===== config.mk =====
export PLATFORM = sky130hd
export DESIGN_NAME = kvs_ram
export DESIGN_NICKNAME = d
export VERILOG_FILES = /design/src/sv/kvs_ram.sv
export SDC_FILE = /design/constraint.sdc
export NUM_CORES = 1
export LEC_CHECK = 0
export BUFFER_PORTS_ARGS = -buffer_cell sky130_fd_sc_hd__clkbuf_2
export CAP_MARGIN = 20
export CORE_UTILIZATION = 50
export CTS_CLUSTER_DIAMETER = 200
export DETAILED_ROUTE_END_ITERATION = 6
export PLACE_DENSITY = 0.69
export SYNTH_ARGS = -nofsm -noshare
export SYNTH_HDL_FRONTEND = slang
export SYNTH_SLANG_ARGS = --single-unit

===== constraint.sdc =====
create_clock -name clk -period 6 [get_ports clk]
set_clock_uncertainty 0.1 [all_clocks]
set_input_delay 0.6 -clock clk [delete_from_list [all_inputs] [get_ports clk]]
set_output_delay 0.6 -clock clk [all_outputs]
set_load 0.1 [all_outputs]

===== src/sv/kvs_ram.sv =====
module kvs_ram #(
  parameter int WIDTH = 64,
  parameter int DEPTH = 16
) (
  input  logic                     clk,
  input  logic                     wr_en,
  input  logic [$clog2(DEPTH)-1:0] wr_addr,
  input  logic [WIDTH-1:0]         wr_data,
  input  logic [$clog2(DEPTH)-1:0] rd_addr,
  output logic [WIDTH-1:0]         rd_data
);
  logic [WIDTH-1:0] mem [DEPTH];

  always_ff @(posedge clk) begin
    if (wr_en) mem[wr_addr] <= wr_data;
    rd_data <= mem[rd_addr];
  end
endmodule


### After elaboration in Yosys (flattened, before gate mapping)

Memory sizes are Yosys's and may differ from the RTL's. A register that Yosys moved wholly into a read port is not among the register bits.
Index checks and enable logic that the tools add are counted.

| storage, ports and cells | value |
|---|---|
| RAM bits | 1024 |
| logic and storage cells | 3 |
| memories kept | 1 |
| output and inout port bits | 64 |
| register bits after elaboration | 0 |

Memories:

| memory | depth | bits a word | read ports | clocked after Yosys merged registers in | write ports | line | text |
|---|---|---|---|---|---|---|---|
| mem | 16 | 64 | 1 | 1 | 1 | 12 | `logic [WIDTH-1:0] mem [DEPTH];` |

| cells by class | value |
|---|---|
| multiplexer cells | 2 |

Operators by type and width:

| operator | count |
|---|---|
| $mux W1 | 2 |

### Depth between registers and ports, before layout

| logic depth | value |
|---|---|
| depth in word-level cells | 2 |
| mapped depth | 6 |

### Worst setup path after synthesis

No wires, ideal clock.

| path | value |
|---|---|
| path kind | input -> register |
| start | input port wr_addr[2] |
| end | memory mem[0][0] (enable) |
| buffers on the path | 0 |
| setup time | 0.565 ns |
| cell stages on the path | 2 |
| path slack | -0.129 ns |
| data arrival time | 5.463 ns |
| cells stage by stage | or3b_2 nor3_1 |

RTL lines:

| element | line | text |
|---|---|---|
| start, declared | 7 | `input logic [$clog2(DEPTH)-1:0] wr_addr,` |
| end, declared | 12 |  |

No word-level cell before the write port.

### Worst setup path in the final report

| path | value |
|---|---|
| start | input port wr_addr[2] |
| end | memory mem[10][55] (enable) |

No word-level cell before the write port.

==> qor.csv <==
stage;metric;value;unit
sta;fin_crit;2.478;ns
layout;multi_input_area;0.007241;mm2
layout;drive_gt1_frac;0.3092;
layout;final_nets;1920;
clocking;cts_tree;done;
yosys;synth_area;0.03958;mm2
hold_path;hp-start;wr_data[29];
die;start_util;0.5084;
global_route;grt_pass1_wl;121100;um
worst_setup_path;arrival;2.64;ns
layout;final.fill_count;5564;
detailed_routing;vias_per_cell;5.917;
clocking;clock-sinks;1088;
die;die-height;283.4;um
hold_path;min_to;mem[9][29];
clocking;max-clock-path-buffers;3;
pwr;power.density;355.2;mW/mm2
die;ios;138;
yosys;ys_seq_elements;1088;
placed_design;placed_cells;2779;
detailed_routing;ant_nets;0;
die;die_w;283.4;um
yosys;syn_inst;1647;
hold_path;min_path_cells;1;
pwr;p_leak;14.43;nW
hold_path;hold_class;in -> reg;
detailed_routing;drt_first_pass_iters;5;
placed_design;hpwl;41030;um
sta;rsz0062_at_grt;no;
worst_setup_path;start_kind;input pin;
global_route;grt_pass1_vias;18752;
worst_setup_path;critPathRequiredTime;6.16;ns
sta;max_freq;403.5;MHz
sta;slew_violations;0;
detailed_routing;drt_iter0_markers;1635;
sta;setup_viol;0;
yosys;yosys-top-cells-area;edfxtp_1, mux4_2, dfxtp_1, a22oi_1, nand2_1;
yosys;ys_types;18;
detailed_routing;vias;17614;
placed_design;gp_congestion;0.7192;
placed_design;port_buffers;137;
global_route;grt-ovfl-total;0;
worst_setup_path;reg2reg_from;mem[10][29];
global_route;grt_antenna_before_repair;6;
yosys;synth_fp_nets;1721;
yosys;yosysSeqAreaShare;0.8092;
die;core_area;0.07785;mm2
detailed_routing;drc;0;
worst_setup_path;crit_path_max_fanout;52;
worst_setup_path;reg2reg_slack;4.46;ns
layout;regArea;0.03203;mm2
clocking;htree_levels;3;
run_status;status;completed;
layout;area_growth;13.65;%
clocking;cts_setup_buffers;0;
sta;tns;0;ns
worst_setup_path;ff2ff_path_depth;3;
yosys;synth_top_area_share;0.7769;
yosys;syn_avg_cell_area;24.03;um2
yosys;yosys_warnings;0;
yosys;yosys.area.top_type;edfxtp_1;
clocking;cts-hold-fix-buffers;0;
die;std_cell_rows;102;
detailed_routing;drt-total-wl;81140;um
global_route;grt_max_degree;93;
worst_setup_path;worstSetupEndpointType;flip-flop;
die;die_area;0.08029;mm2
clocking;cts.reportedPaths.clkPinSlew;0.06;ns
clocking;cts_root_buffer;clkbuf_16;
sta;period_share;0.4131;
worst_setup_path;r2r-end;rd_data[29];
global_route;grt.total_usage;0.2056;
detailed_routing;wire_per_inst;27.26;um
layout;utilization;0.5778;
pwr;vdd_drop_max;0.2323;mV
clocking;cts_made_buffers;105;
clocking;clkLatencyLatePin;0.67;ns
worst_setup_path;crit_type;in -> reg;
clocking;ctsResizeCount;0;
layout;n_antenna_cell;0;
layout;instances_no_fill;2977;
sta;tightestPinTransition;1.181;ns
job;maxCapViolCount;0;
sta;hold_viol;0;
sta;max-slew-margin-rel;0.2128;
## area by class of cell
class / instances / area share
Multi-Input combinational cell: 475 / 0.1610
Clock inverter: 45 / 0.009179
Timing Repair Buffer: 176 / 0.02375
Tap cell: 1040 / 0.02893
Clock buffer: 153 / 0.06514
Sequential cell: 1088 / 0.7120
## synth_stat cells (all sizes together)
master,n
edfxtp,1024
mux4,256
a22oi,128
nand2,65
dfxtp,64
buf,48
clkbuf,36
nor2,13
nor3,4
nand2b,2
nand3b,2
nor2b,2
and2,1
nand3,1
or3b,1
## stage by stage
stage / power (mW) / cell area, um2 / worst slack (ns) / hold WS [ns]
finish: 15.98 / 44980 / 3.522 / 0.2371
global route: 16.43 / 44980 / 3.450 / 0.2395
CTS: 16.11 / 44980 / 3.500 / 0.2086
detailed placement: 9.805 / 41640 / 2.828 / 0.5584
global placement: 9.779 / 41610 / 2.897 / 0.5504
floorplan: 9.477 / 39590 / 0.1712 / 0.5349
## registers in the layout, indices dropped and copies added (netlist names)
name	count
mem	1024
rd_data	64
## critical path, cell delays in order
cell	delay, ns
clkbuf_2	0.11
nand3b_1	0.37
nor2_4	0.60
buf_4	0.89
## logic make-up (layout without fill, tap and decap cells)
kind of cell,after synthesis,in the layout,synth area share
buf+inv,84,374,0.01141
compound gates,128,128,0.02428
mux,256,256,0.1457
simple gates,91,91,0.009420
flops,1088,1088,0.8092
## per-layer routing
layer  share of wire  track usage  vias to the layer above
met5         0.00085            0                        -
met4           0.016      0.05162                       12
met3           0.074      0.04147                      102
met2            0.51       0.3480                      635
met1            0.40       0.2750                     9401
li1                -            -                     7464
## power breakdown
group | switching (mW) | total (mW) | internal [mW] | leakage [nW]
registers | 0.0580 | 8.56 | 8.50 | 9.79
logic | 0.782 | 1.07 | 0.291 | 3.01
clock network | 2.70 | 6.35 | 3.65 | 1.62
## cells in the final DEF (no fill, tap or decap), drive strengths merged, types with 6 or more instances in the layout
cell / instances
edfxtp: 1024
clkbuf: 288
mux4: 256
a22oi: 128
nand2: 65
dfxtp: 64
buf: 41
clkinv: 32
nor2: 13
bufinv: 6
## how the worst max path moves through the flow
stage	slack [ns]	depth (start not counted)	to	start
after global routing	3.45	4	mem[10][61]	wr_addr[2]
after floorplan	0.17	2	mem[8][0]	wr_addr[2]
after detailed placement	2.83	4	mem[10][53]	wr_addr[2]
after global placement	2.90	5	mem[0][41]	wr_addr[2]
after CTS	3.50	4	mem[10][55]	wr_addr[2]
final	3.52	4	mem[10][55]	wr_addr[2]
Power figures use the tool's default switching activity.
