### src/sv/kvs_pkg.sv
package kvs_pkg;

  localparam int SLOTS_DEF = 32;
  localparam int MAX_VALUE_BYTES_DEF = 128;

  localparam logic [1:0] ST_OK        = 2'd0;
  localparam logic [1:0] ST_NOT_FOUND = 2'd1;
  localparam logic [1:0] ST_NO_BUFS   = 2'd2;

  typedef enum logic [2:0] {
    OP_STAGE   = 3'd0,
    OP_GET     = 3'd1,
    OP_SET     = 3'd2,
    OP_ADD     = 3'd3,
    OP_DEL_NTH = 3'd4,
    OP_DEL_ALL = 3'd5,
    OP_WIPE    = 3'd6,
    OP_NOP     = 3'd7
  } op_t;

  typedef struct packed {
    logic [2:0]  op;
    logic [15:0] key;
    logic [4:0]  match_index;
    logic [7:0]  value_length;
    logic [7:0]  capacity;
    logic [3:0]  word_position;
    logic [63:0] value_word;
  } in_item_t;

  typedef struct packed {
    logic [1:0]  status;
    logic [7:0]  stored_length;
    logic        is_data;
    logic [3:0]  data_position;
    logic [63:0] data_word;
    logic        last;
  } out_item_t;

  typedef enum logic [3:0] {
    S_IDLE,
    S_CLEAR,
    S_SCAN,
    S_COPY_RD,
    S_COPY_WR,
    S_HDR,
    S_GET_RD,
    S_GET_WAIT,
    S_GET_OUT,
    S_RESP
  } state_t;

  // scan unit control
  typedef struct packed {
    logic start;
    logic match_key;
    logic want_free;
    logic invalidate_all;
  } scan_ctl_t;

  typedef struct packed {
    logic busy;
    logic done;
    logic found_hit;
    logic found_free;
    logic any_hit;
  } scan_sts_t;

endpackage

### src/sv/kvs_scan.sv
// Walks the slots one per cycle: one key compare, shared by all ops.
module kvs_scan #(
  parameter int SLOTS = 32
) (
  input  logic                     clk,
  input  logic                     rst_n,
  input  kvs_pkg::scan_ctl_t       ctl,
  input  logic [15:0]              key,
  input  logic [4:0]               nth,
  input  logic                     wipe,
  input  logic                     clr_en,
  input  logic [$clog2(SLOTS)-1:0] clr_idx,
  input  logic                     set_en,
  input  logic [$clog2(SLOTS)-1:0] set_idx,
  input  logic [15:0]              set_key,
  output kvs_pkg::scan_sts_t       sts,
  output logic [$clog2(SLOTS)-1:0] hit_idx,
  output logic [$clog2(SLOTS)-1:0] free_idx
);
  import kvs_pkg::*;
  localparam int IW = $clog2(SLOTS);

  logic [SLOTS-1:0] valid_r;
  logic [15:0]      key_r [SLOTS];
  logic             busy_r, done_r, fh_r, ff_r, any_r;
  logic [IW-1:0]    idx_r, hit_r, free_r;
  logic [4:0]       cnt_r;
  scan_ctl_t        c_r;
  logic             match;

  assign match = valid_r[idx_r] && key_r[idx_r] == key;

  // a slot freed by invalidate in the same pass counts as free
  always_ff @(posedge clk) begin
    if (set_en) key_r[set_idx] <= set_key;
    if (busy_r && match && !fh_r && cnt_r == nth) hit_r <= idx_r;
    if (busy_r && !ff_r && (!valid_r[idx_r] || (match && c_r.invalidate_all)))
      free_r <= idx_r;
  end

  always_ff @(posedge clk) begin
    if (!rst_n) begin
      valid_r <= '0;
      busy_r <= 1'b0;
      done_r <= 1'b0;
      fh_r <= 1'b0;
      ff_r <= 1'b0;
      any_r <= 1'b0;
      idx_r <= '0;
      cnt_r <= '0;
      c_r <= '0;
    end else begin
      done_r <= 1'b0;
      if (ctl.start) begin
        busy_r <= 1'b1;
        c_r <= ctl;
        idx_r <= '0;
        cnt_r <= '0;
        fh_r <= 1'b0;
        ff_r <= 1'b0;
        any_r <= 1'b0;
      end else if (busy_r) begin
        if (match) begin
          any_r <= 1'b1;
          if (cnt_r == nth) fh_r <= 1'b1;
          cnt_r <= cnt_r + 5'd1;
          if (c_r.invalidate_all) valid_r[idx_r] <= 1'b0;
        end
        if (!valid_r[idx_r] || (match && c_r.invalidate_all)) ff_r <= 1'b1;
        if (idx_r == IW'(SLOTS - 1)) begin
          busy_r <= 1'b0;
          done_r <= 1'b1;
        end else begin
          idx_r <= idx_r + 1'b1;
        end
      end
      if (clr_en) valid_r[clr_idx] <= 1'b0;
      if (set_en) valid_r[set_idx] <= 1'b1;
      if (wipe) valid_r <= '0;
    end
  end

  assign sts = '{busy: busy_r, done: done_r, found_hit: fh_r, found_free: ff_r,
                 any_hit: any_r};
  assign hit_idx = hit_r;
  assign free_idx = free_r;
endmodule

### config.mk
export PLATFORM = sky130hd
export DESIGN_NAME = kvs_scan
export DESIGN_NICKNAME = d
export VERILOG_FILES = /design/src/sv/kvs_pkg.sv /design/src/sv/kvs_scan.sv
export SDC_FILE = /design/constraint.sdc
export NUM_CORES = 1
export LEC_CHECK = 0
export BUFFER_PORTS_ARGS = -buffer_cell sky130_fd_sc_hd__buf_2
export CORE_MARGIN = 5
export CORE_UTILIZATION = 48
export DETAILED_ROUTE_END_ITERATION = 6
export PLACE_DENSITY = 0.71
export SYNTH_ARGS = -nofsm -noshare
export SYNTH_HDL_FRONTEND = slang
export SYNTH_SLANG_ARGS = --single-unit
### constraint.sdc
create_clock -name clk -period 9.28 [get_ports clk]
set_input_delay 0.464 -clock clk [delete_from_list [all_inputs] [get_ports clk]]
set_output_delay 0.464 -clock clk [all_outputs]
set_load 0.03 [all_outputs]
# Yosys cells after proc, flatten, opt, wreduce, memory -nomap -nowiden
# Memory sizes are Yosys's and may differ from the RTL's. A register that Yosys moved wholly into a read port is not among the register bits.
# Index checks and enable logic that the tools add are counted.
# classes
addsub,2
n_mul,0
div_mod_pow,0
n_lt_le_gt_ge,6
n_eq_ne,3
n_shift,0
mux,24
bitwise_logic,8
reduce_logical,21
# op_table
operator,count
32-bit two-way mux,8
32-bit bitwise AND,2
32-bit NOT,2
32-bit OR,1
"5-bit by 6-bit < comparator with 1-bit output, second input constant",3
16-bit == test,1
1-bit demux with 5-bit select,3
"5-bit by 1-bit greater-or-equal comparator with 1-bit output, second input constant",3
"5-bit by 1-bit adder with 5-bit output, second input constant",2
1-bit logical AND,10
1-bit two-way mux,10
5-bit two-way mux,2
2-bit AND reduction,3
1-bit binary-select mux with 5-bit select,1
5-bit == test,1
"5-bit == test, second input constant",1
2-bit OR reduction,2
1-bit logical NOT,3
1-bit NOT,3
3-bit AND reduction,1
3-bit OR reduction,1
1-bit logical OR,1
# totals
regBits,58
latch_bits,0
ram_bits,512
romBits,0
input_bits,56
word_cells,76
memories,1
# mem_list
memory,words,width,read_ports,rd_ports_with_merged_regs,wr,line_no,text
key_r,32,16,1,1,1,kvs_scan.sv:24,logic [15:0] key_r [SLOTS];

# Logic depth before layout (Yosys ltp)
# Gate-level depths: netlist (run 1).
# depth
word_depth,16
mapped_depth,15
mapped_depth_nobuf,9

# Worst setup path before layout (run 1)
# Ideal clock, no wire load.
# synth_path
kind,reg2reg
start,register with a tool-made name
end,"register hit_r[0], in the netlist hit_idx[0], enable pin"
setup_ns,0.381
arrival_time_ns,3.119
path_slack_ns,5.779
stages_incl_launch_ff,14
path_buffers,6
period_less_slack_ns,3.501
path_cell_list,dfxtp_1 -> buf_2 -> buf_6 -> buf_6 -> buf_2 -> buf_2 -> mux4_2 -> a22oi_1 -> nand4_1 -> xor2_1 -> nor2_1 -> nand4_4 -> buf_2 -> nor4_1
# synth_rtl
item,line_no,text
"end signal, assigned",kvs_scan.sv:36,if (busy_r && match && !fh_r && cnt_r == nth) hit_r <= idx_r;
"end, declared",kvs_scan.sv:26,"logic [IW-1:0] idx_r, hit_r, free_r;"

==> results of run 1 <==
-- cell families (layout without fill, tap and decap cells) --
family	after synthesis	in the layout
flip-flops	575	575
XOR/XNOR	21	21
AO/OA/AOI/OAI	158	158
buffers and inverters	90	206
other	0	1
adder cells (fa/ha/maj)	6	6
AND/OR/NAND/NOR	321	321
multiplexers	196	196
-- through the flow --
step,setup WS (ns),hold slack [ns]
floorplan,5.78,0.442
global placement,3.75,0.452
detailed placement,3.67,0.465
CTS,3.66,0.135
global route,3.34,0.156
finish,3.66,0.158
-- report_power, final --
group	leakage (nW)	internal (mW)	switching, mW
registers	5.14	2.85	0.0148
clock network	0.880	1.35	0.934
logic	2.00	0.0570	0.120
total	8.01	4.26	1.07
-- critical path, delay by kind of cell, from the launching register on --
family                 cells  cell delay, ns
buffers and inverters      1            0.51
AND/OR/NAND/NOR            3            2.25
flip-flops                 1            0.91
XOR/XNOR                   1            0.15
AO/OA/AOI/OAI              2            0.41
multiplexers               2            0.96
-- layout make-up --
| class | instances | area (sq um) | share of cell area, % |
|---|---|---|---|
| Antenna cell | 1 | 2.50 | 0.00953 |
| Clock buffer | 64 | 1390 | 5.29 |
| Clock inverter | 36 | 439 | 1.67 |
| Inverter | 9 | 33.8 | 0.129 |
| Multi-Input combinational cell | 702 | 6310 | 24.0 |
| Sequential cell | 575 | 16700 | 63.7 |
| Tap cell | 622 | 778 | 2.96 |
| Timing Repair Buffer | 97 | 571 | 2.17 |
-- registers in the layout, summed over array words and instances, names as in the netlist, named ones only --
register / cells
hit_idx: 5
busy_r: 1
c_r: 1
cnt_r: 5
any_r: 1
done_r: 1
free_idx: 5
idx_r: 5
ff_r: 1
key_r: 512
fh_r: 1
valid_r: 32
-- layer usage --
| metal | part of all wire (%) | GRT usage, % | vias up |
|---|---|---|---|
| li1 | - | - | 5644 |
| met1 | 41 | 28.9 | 6746 |
| met2 | 48 | 32.4 | 626 |
| met3 | 9.1 | 4.31 | 92 |
| met4 | 2.3 | 5.53 | 0 |
| met5 | 0 | 0 | - |
-- path summary, 6_finish.rpt --
kind	slack (ns)	from	endpoint
setup reg to reg	3.66	flip-flop	hit_idx[1]$_DFFE_PP_
hold / removal	0.16	ctl[0]	c_r[0]$_SDFFE_PN0P_
setup / recovery	3.66	flip-flop	hit_idx[1]$_DFFE_PP_
hold reg to reg	0.48	any_r$_SDFFE_PP0N_	any_r$_SDFFE_PP0N_
-- synth_stat cells, types with 9 or more instances --
cell and number:
edfxtp_1 522, mux4_2 98, mux2i_1 93, nand2_1 85, nor2_1 65, dfxtp_1 53
nand3_1 51, a22oi_1 36, clkbuf_1 34, a21oi_1 27, nor4_1 22, a32oi_1 18
o21ai_1 16, a211oi_1 15, buf_2 15, nand4_1 14, nor2b_1 14, buf_4 13
xor2_1 13, buf_6 12, nor3b_1 9, o21ai_0 9
==> summary.txt, run 1 <==
Layout
  – Commonest non-fill, non-tap cells in the layout: edfxtp_1, mux4_2, mux2i_1
  – Fin area: 26300 sq um
  – Syn-to-layout area delta: 11.7%
  – Share of layout cells above drive strength 1: 21.5%
  – Finished Layout Cells: 2106
  – Commonest non-fill, non-tap cell in the layout: edfxtp_1
  – Nets: 1501
  – Final Util: 54.0%
  – Fill count: 3718

CTS
  – Clk buf depth: 3
  – Post-CTS setup buffers: 0
  – # clock sinks: 575
  – CTS tree: built
  – Clk slew on worst S/H paths: 0.06 ns
  – CTS Hold Bufs: 0
  – Clock Latency Late Sink: 0.58 ns
  – Root buffer cell: clkbuf_16
  – CTS buffer count: 54
  – H-tree Lvls: 2
  – Number of gates resized after CTS: 0

Global route
  – Total global routing overflow: 0
  – First-pass GRT wire length: 82.3 mm
  – Vias in the first global route: 13045
  – GRT Util Overall: 20.4%
  – Initial antenna violation count: 1
  – Pin count of the biggest net entering global routing: 105

Job
  – Maxcap violations: 0

Timing
  – Final TNS setup: 0 ns
  – Finish-stage setup viols: 0
  – Min Clock Period, post-route: 5.62 ns
  – Max Clock Skew: 0.0233 ns
  – Max-slew violation count: 0
  – Fmax: 178 MHz
  – RSZ-0062 raised after global routing: no
  – Period utilization: 60.6%
  – Slew @ Worst Pin: 1.37 ns
  – Final Hold Fails: 0
  – Slew margin rel.: 8.55%

Placement
  – Input/output buffers: 68
  – Post-DP HPWL: 32.7 mm
  – Placed instance area: 24400 sq um
  – Placer congestion estimate: 0.828
  – # placed instances: 2005

Min path
  – Hold Path Stages: 3
  – Hold WC Path Type: in2reg

Logic synthesis
  – Syn Area/Cell: 17.2 sq um
  – Post-synth EDFFs: 522
  – Compound-Gate Fraction of Synth Area: 4.79%
  – YS warnings: 0
  – Post-synth top flop: edfxtp_1
  – Post-Synth XOR/XNOR Area: 0.782%
  – Cells after Synth: 1367
  – Share of Yosys cell area claimed by the top area cell type: 66.7%
  – Largest family of logic cells by synthesized area: multiplexers
  – Syn_nets: 1429
  – Distinct cell type count after synthesis: 65
  – Post-synthesis sequential area ratio: 71.2%
  – Top cells by area, synth: edfxtp_1, mux4_2, dfxtp_1, mux2i_1, nand2_1
  – Synth async-reset ratio: 0%
  – Largest area contributor in the netlist: edfxtp_1
  – Post-Syn Area: 23500 sq um
  – Synth Area in Adders: 0.319%
  – Synth Area in Simple Gates: 7.10%
  – Yosys reg bits: 575
  – Mux contribution to synthesized area: 13.6%

Detailed routing
  – Routed Antenna Nets: 0
  – Vias: 13108
  – DR iter-0 viols: 1574
  – Drt via density: 6.22
  – Drt first pass iters: 5
  – Routed WL: 55.1 mm
  – DRC: 0
  – WL per Instance: 26.1 um

Setup path
  – Worst path slowest cell: nor4_1
  – WP data required: 9.48 ns
  – Highest cell delay on the worst timing path: 1.07 ns
  – Critical-path maximum fanout: 47
  – Setup Crit Path Kind: reg2reg
  – Nature of the critical path endpoint: flip-flop
  – Worst setup SP type: flip-flop
  – Arr. time, crit path: 5.82 ns
  – Cell count of the worst reg-to-reg path: 9
  – CP cell instances: buf_4 > mux4_2 > mux2i_1 > o22ai_1 > a211oi_2 > xnor2_1 > nor4_2 > nand4b_2 > nor4_1

Floorplan
  – Chip height: 231 um
  – Core ar.: 48600 sq um
  – Die width: 231 um
  – Die area: 53500 sq um
  – I/O Pins: 71
  – Starting Density: 48.3%
  – Placement row count: 81

Power
  – Leakage power total: 8.01 nW
  – Cell Pwr Density: 203 nW/um^2
  – Peak supply drop: 0.148 mV
  – Final Power: 5.32 mW

Status
  – Status: complete, no violations
Note: power is estimated with default switching activity, not from simulation.
==> run 2: changes to the inputs <==
--- a/config.mk
+++ b/config.mk
@@ -9,7 +9,7 @@
 export CORE_MARGIN = 5
 export CORE_UTILIZATION = 48
 export DETAILED_ROUTE_END_ITERATION = 6
-export PLACE_DENSITY = 0.71
+export PLACE_DENSITY = 0.74
 export SYNTH_ARGS = -nofsm -noshare
 export SYNTH_HDL_FRONTEND = slang
 export SYNTH_SLANG_ARGS = --single-unit
==> constraint.sdc (replaced) <==
create_clock -name clk -period 4.55 [get_ports clk]
set_input_delay 0.2275 -clock clk [delete_from_list [all_inputs] [get_ports clk]]
set_output_delay 0.2275 -clock clk [all_outputs]
set_load 0.03 [all_outputs]
==> run 2 against run 1 <==
  * Register-to-register slack worse by 3.2 ns
  * Highest routed layer is now met5
  * Final cell count up 1.7%
  * Largest cell class unchanged
  * Die area unchanged
==> summary.txt, run 2 (same netlist as run 1, synthesis figures left out) <==
Status
  – Status: complete, no violations

Layout
  – Reg with most FFs: key_r
  – Syn-to-layout area delta: 13.1%
  – Commonest non-fill, non-tap cells in the layout: edfxtp_1, mux4_2, mux2i_1
  – Max FFs per register: 512 (unchanged)
  – Fill count: 3694 (-0.65%)
  – Commonest non-fill, non-tap cell in the layout: edfxtp_1
  – Nets: 1537 (+2.4%)
  – Reg area: 16700 sq um (unchanged)
  – Final Util: 54.7% (+0.68 points)
  – Biggest regs: key_r: 512 flops, valid_r: 32 flops
  – Multi-input gate area: 6300 sq um (-0.20%)
  – Share of layout cells above drive strength 1: 23.0% (+1.5 points)

Global route
  – GRT Util Overall: 20.5% (+0.10 points)
  – Pin count of the biggest net entering global routing: 33 (-69%)
  – Total global routing overflow: 0 (unchanged)
  – First-pass GRT wire length: 82.6 mm (+0.30%)
  – Global routing usage on met2: 32.5% (+0.055 points)
  – Initial antenna violation count: 5 (+4)
  – Vias in the first global route: 13077 (+0.25%)
  – GR peak layer: met2
  – Met3 usage: 4.57% (+0.26 points)
  – Met1 global-route usage: 28.6% (-0.31 points)

Timing
  – Max-slew violation count: 0 (unchanged)
  – Slew margin rel.: 4.00% (-4.5 points)
  – Final Hold Fails: 0 (unchanged)
  – Finish-stage setup viols: 0 (unchanged)
  – Final TNS setup: 0 ns (unchanged)
  – Min Clock Period, post-route: 4.05 ns (-1.57 ns)
  – RSZ-0062 raised after global routing: no
  – Slew @ Worst Pin: 1.44 ns (+0.0713 ns)
  – Period utilization: 89.0% (+28 points)
  – Max Clock Skew: 0.0250 ns (+0.00165 ns)
  – Fmax: 247 MHz (+39%)

Detailed routing
  – DRC: 0 (unchanged)
  – Drt first pass iters: 6 (+1)
  – Routed Antenna Nets: 0 (unchanged)
  – Vias: 13309 (+1.5%)
  – WL per Instance: 25.9 um (-0.99%)
  – Drt via density: 6.22 (-0.13%)
  – Routed WL: 55.4 mm (+0.66%)
  – DR iter-0 viols: 1539 (-2.2%)

Power
  – Sw Share: 20.0% (-0.044 points)
  – Cell Pwr Density: 407 nW/um^2 (+100%)
  – Seq pwr share: 54.0% (+0.2 points)
  – Peak supply drop: 0.274 mV (+84%)
  – Psw: 2.17 mW (+100%)
  – Internal power: 8.66 mW (+100%)
  – Clock Power Share: 42.5% (-0.3 points)
  – Leakage power total: 8.23 nW (+2.6%)
  – Final Power: 10.8 mW (+100%)
  – Combinational Power Share: 3.5% (+0.2 points)

Setup path
  – Nature of the critical path endpoint: flip-flop
  – Setup Crit Path Kind: reg2reg
  – Critical-path maximum fanout: 28 (-40%)
  – Arr. time, crit path: 4.33 ns (-1.49 ns)
  – Worst setup SP type: flip-flop
  – WP data required: 4.83 ns (-4.65 ns)

Floorplan
  – Die width: 231 um (unchanged)
  – Core ar.: 48600 sq um (unchanged)
  – Starting Density: 48.3% (unchanged)
  – Placement row count: 81 (unchanged)
  – Chip height: 231 um (unchanged)
  – I/O Pins: 71 (unchanged)
  – Die area: 53500 sq um (unchanged)

CTS
  – CTS buffer count: 54 (unchanged)
  – Number of gates resized after CTS: 0 (unchanged)
  – CTS Hold Bufs: 5 (+5)
  – Clk buf depth: 3 (unchanged)
  – Clock Latency Late Sink: 0.59 ns (about the same)
  – # clock sinks: 575 (unchanged)
  – H-tree Lvls: 2 (unchanged)
  – Clk slew on worst S/H paths: 0.07 ns (about the same)
  – CTS tree: built
  – Root buffer cell: clkbuf_16
  – Post-CTS setup buffers: 0 (unchanged)

Job
  – Maxcap violations: 0 (unchanged)

Min path
  – Hold WC Path Type: in2reg

Placement
  – Post-DP HPWL: 34.0 mm (+4.0%)
  – Placer congestion estimate: 0.860 (+3.9%)
  – Input/output buffers: 68 (unchanged)
==> run 2: layer usage <==
layer | part of all wire (%) | routed length, um | up-vias
li1 | - | - | 5718
met1 | 38 | 21300 | 6731
met2 | 47 | 26300 | 753
met3 | 11 | 6120 | 103
met4 | 3.1 | 1730 | 4
met5 | 0.034 | 19 | -
==> run 2: critical path, stage by stage (launching register included) <==
cell	delay (ns)
dfxtp_4	0.68
buf_12	0.25
buf_4	0.15
mux4_2	0.52
a22oi_1	0.24
nand4_1	0.20
xor2_1	0.19
nor2_1	0.36
nand4_4	0.48
nor4_1	0.44
buf_4	0.20
==> run 2: stage by stage <==
stage	hold slack (ns)	setup WS, ns	instances	cell area (sq um)
2_1_floorplan	0.326	1.05	1367	23500
6_report	0.144	0.500	2141	26600
5_1_grt	0.163	0.240	2141	26600
3_5_place_dp	0.449	0.498	2036	24700
3_3_place_gp	0.449	0.547	2036	24700
4_1_cts	0.112	0.509	2139	26600
==> run 2: final timing paths <==
kind         cells after the start  slack (ns)                      to                   start
min                              4        0.14  valid_r[28]$_SDFF_PP0_              clr_idx[3]
max reg2reg                     10        0.50    hit_idx[0]$_DFFE_PP_               flip-flop
min reg2reg                      2        0.48  valid_r[12]$_SDFF_PP0_  valid_r[12]$_SDFF_PP0_
max                             10        0.50    hit_idx[0]$_DFFE_PP_               flip-flop
==> run 2: cell type report <==
| cell class | count | share of cell area [%] |
|---|---|---|
| sequential | 575 | 63.0 |
| tap | 622 | 2.93 |
| inverter | 9 | 0.127 |
| clock inverter | 26 | 1.32 |
| antenna | 2 | 0.0188 |
| multi-input combinational | 702 | 23.7 |
| timing repair buffer | 133 | 3.49 |
| clock buffer | 72 | 5.49 |
==> run 2: power by group through the flow <==
stage          Combinational (mW)  Sequential [mW]  Clock, mW
2_1_floorplan               0.203             5.95          0
3_3_place_gp                0.356             5.95          0
3_5_place_dp                0.369             5.96          0
4_1_cts                     0.375             5.84       4.65
5_1_grt                     0.405             5.85       4.89
6_report                    0.378             5.84       4.61
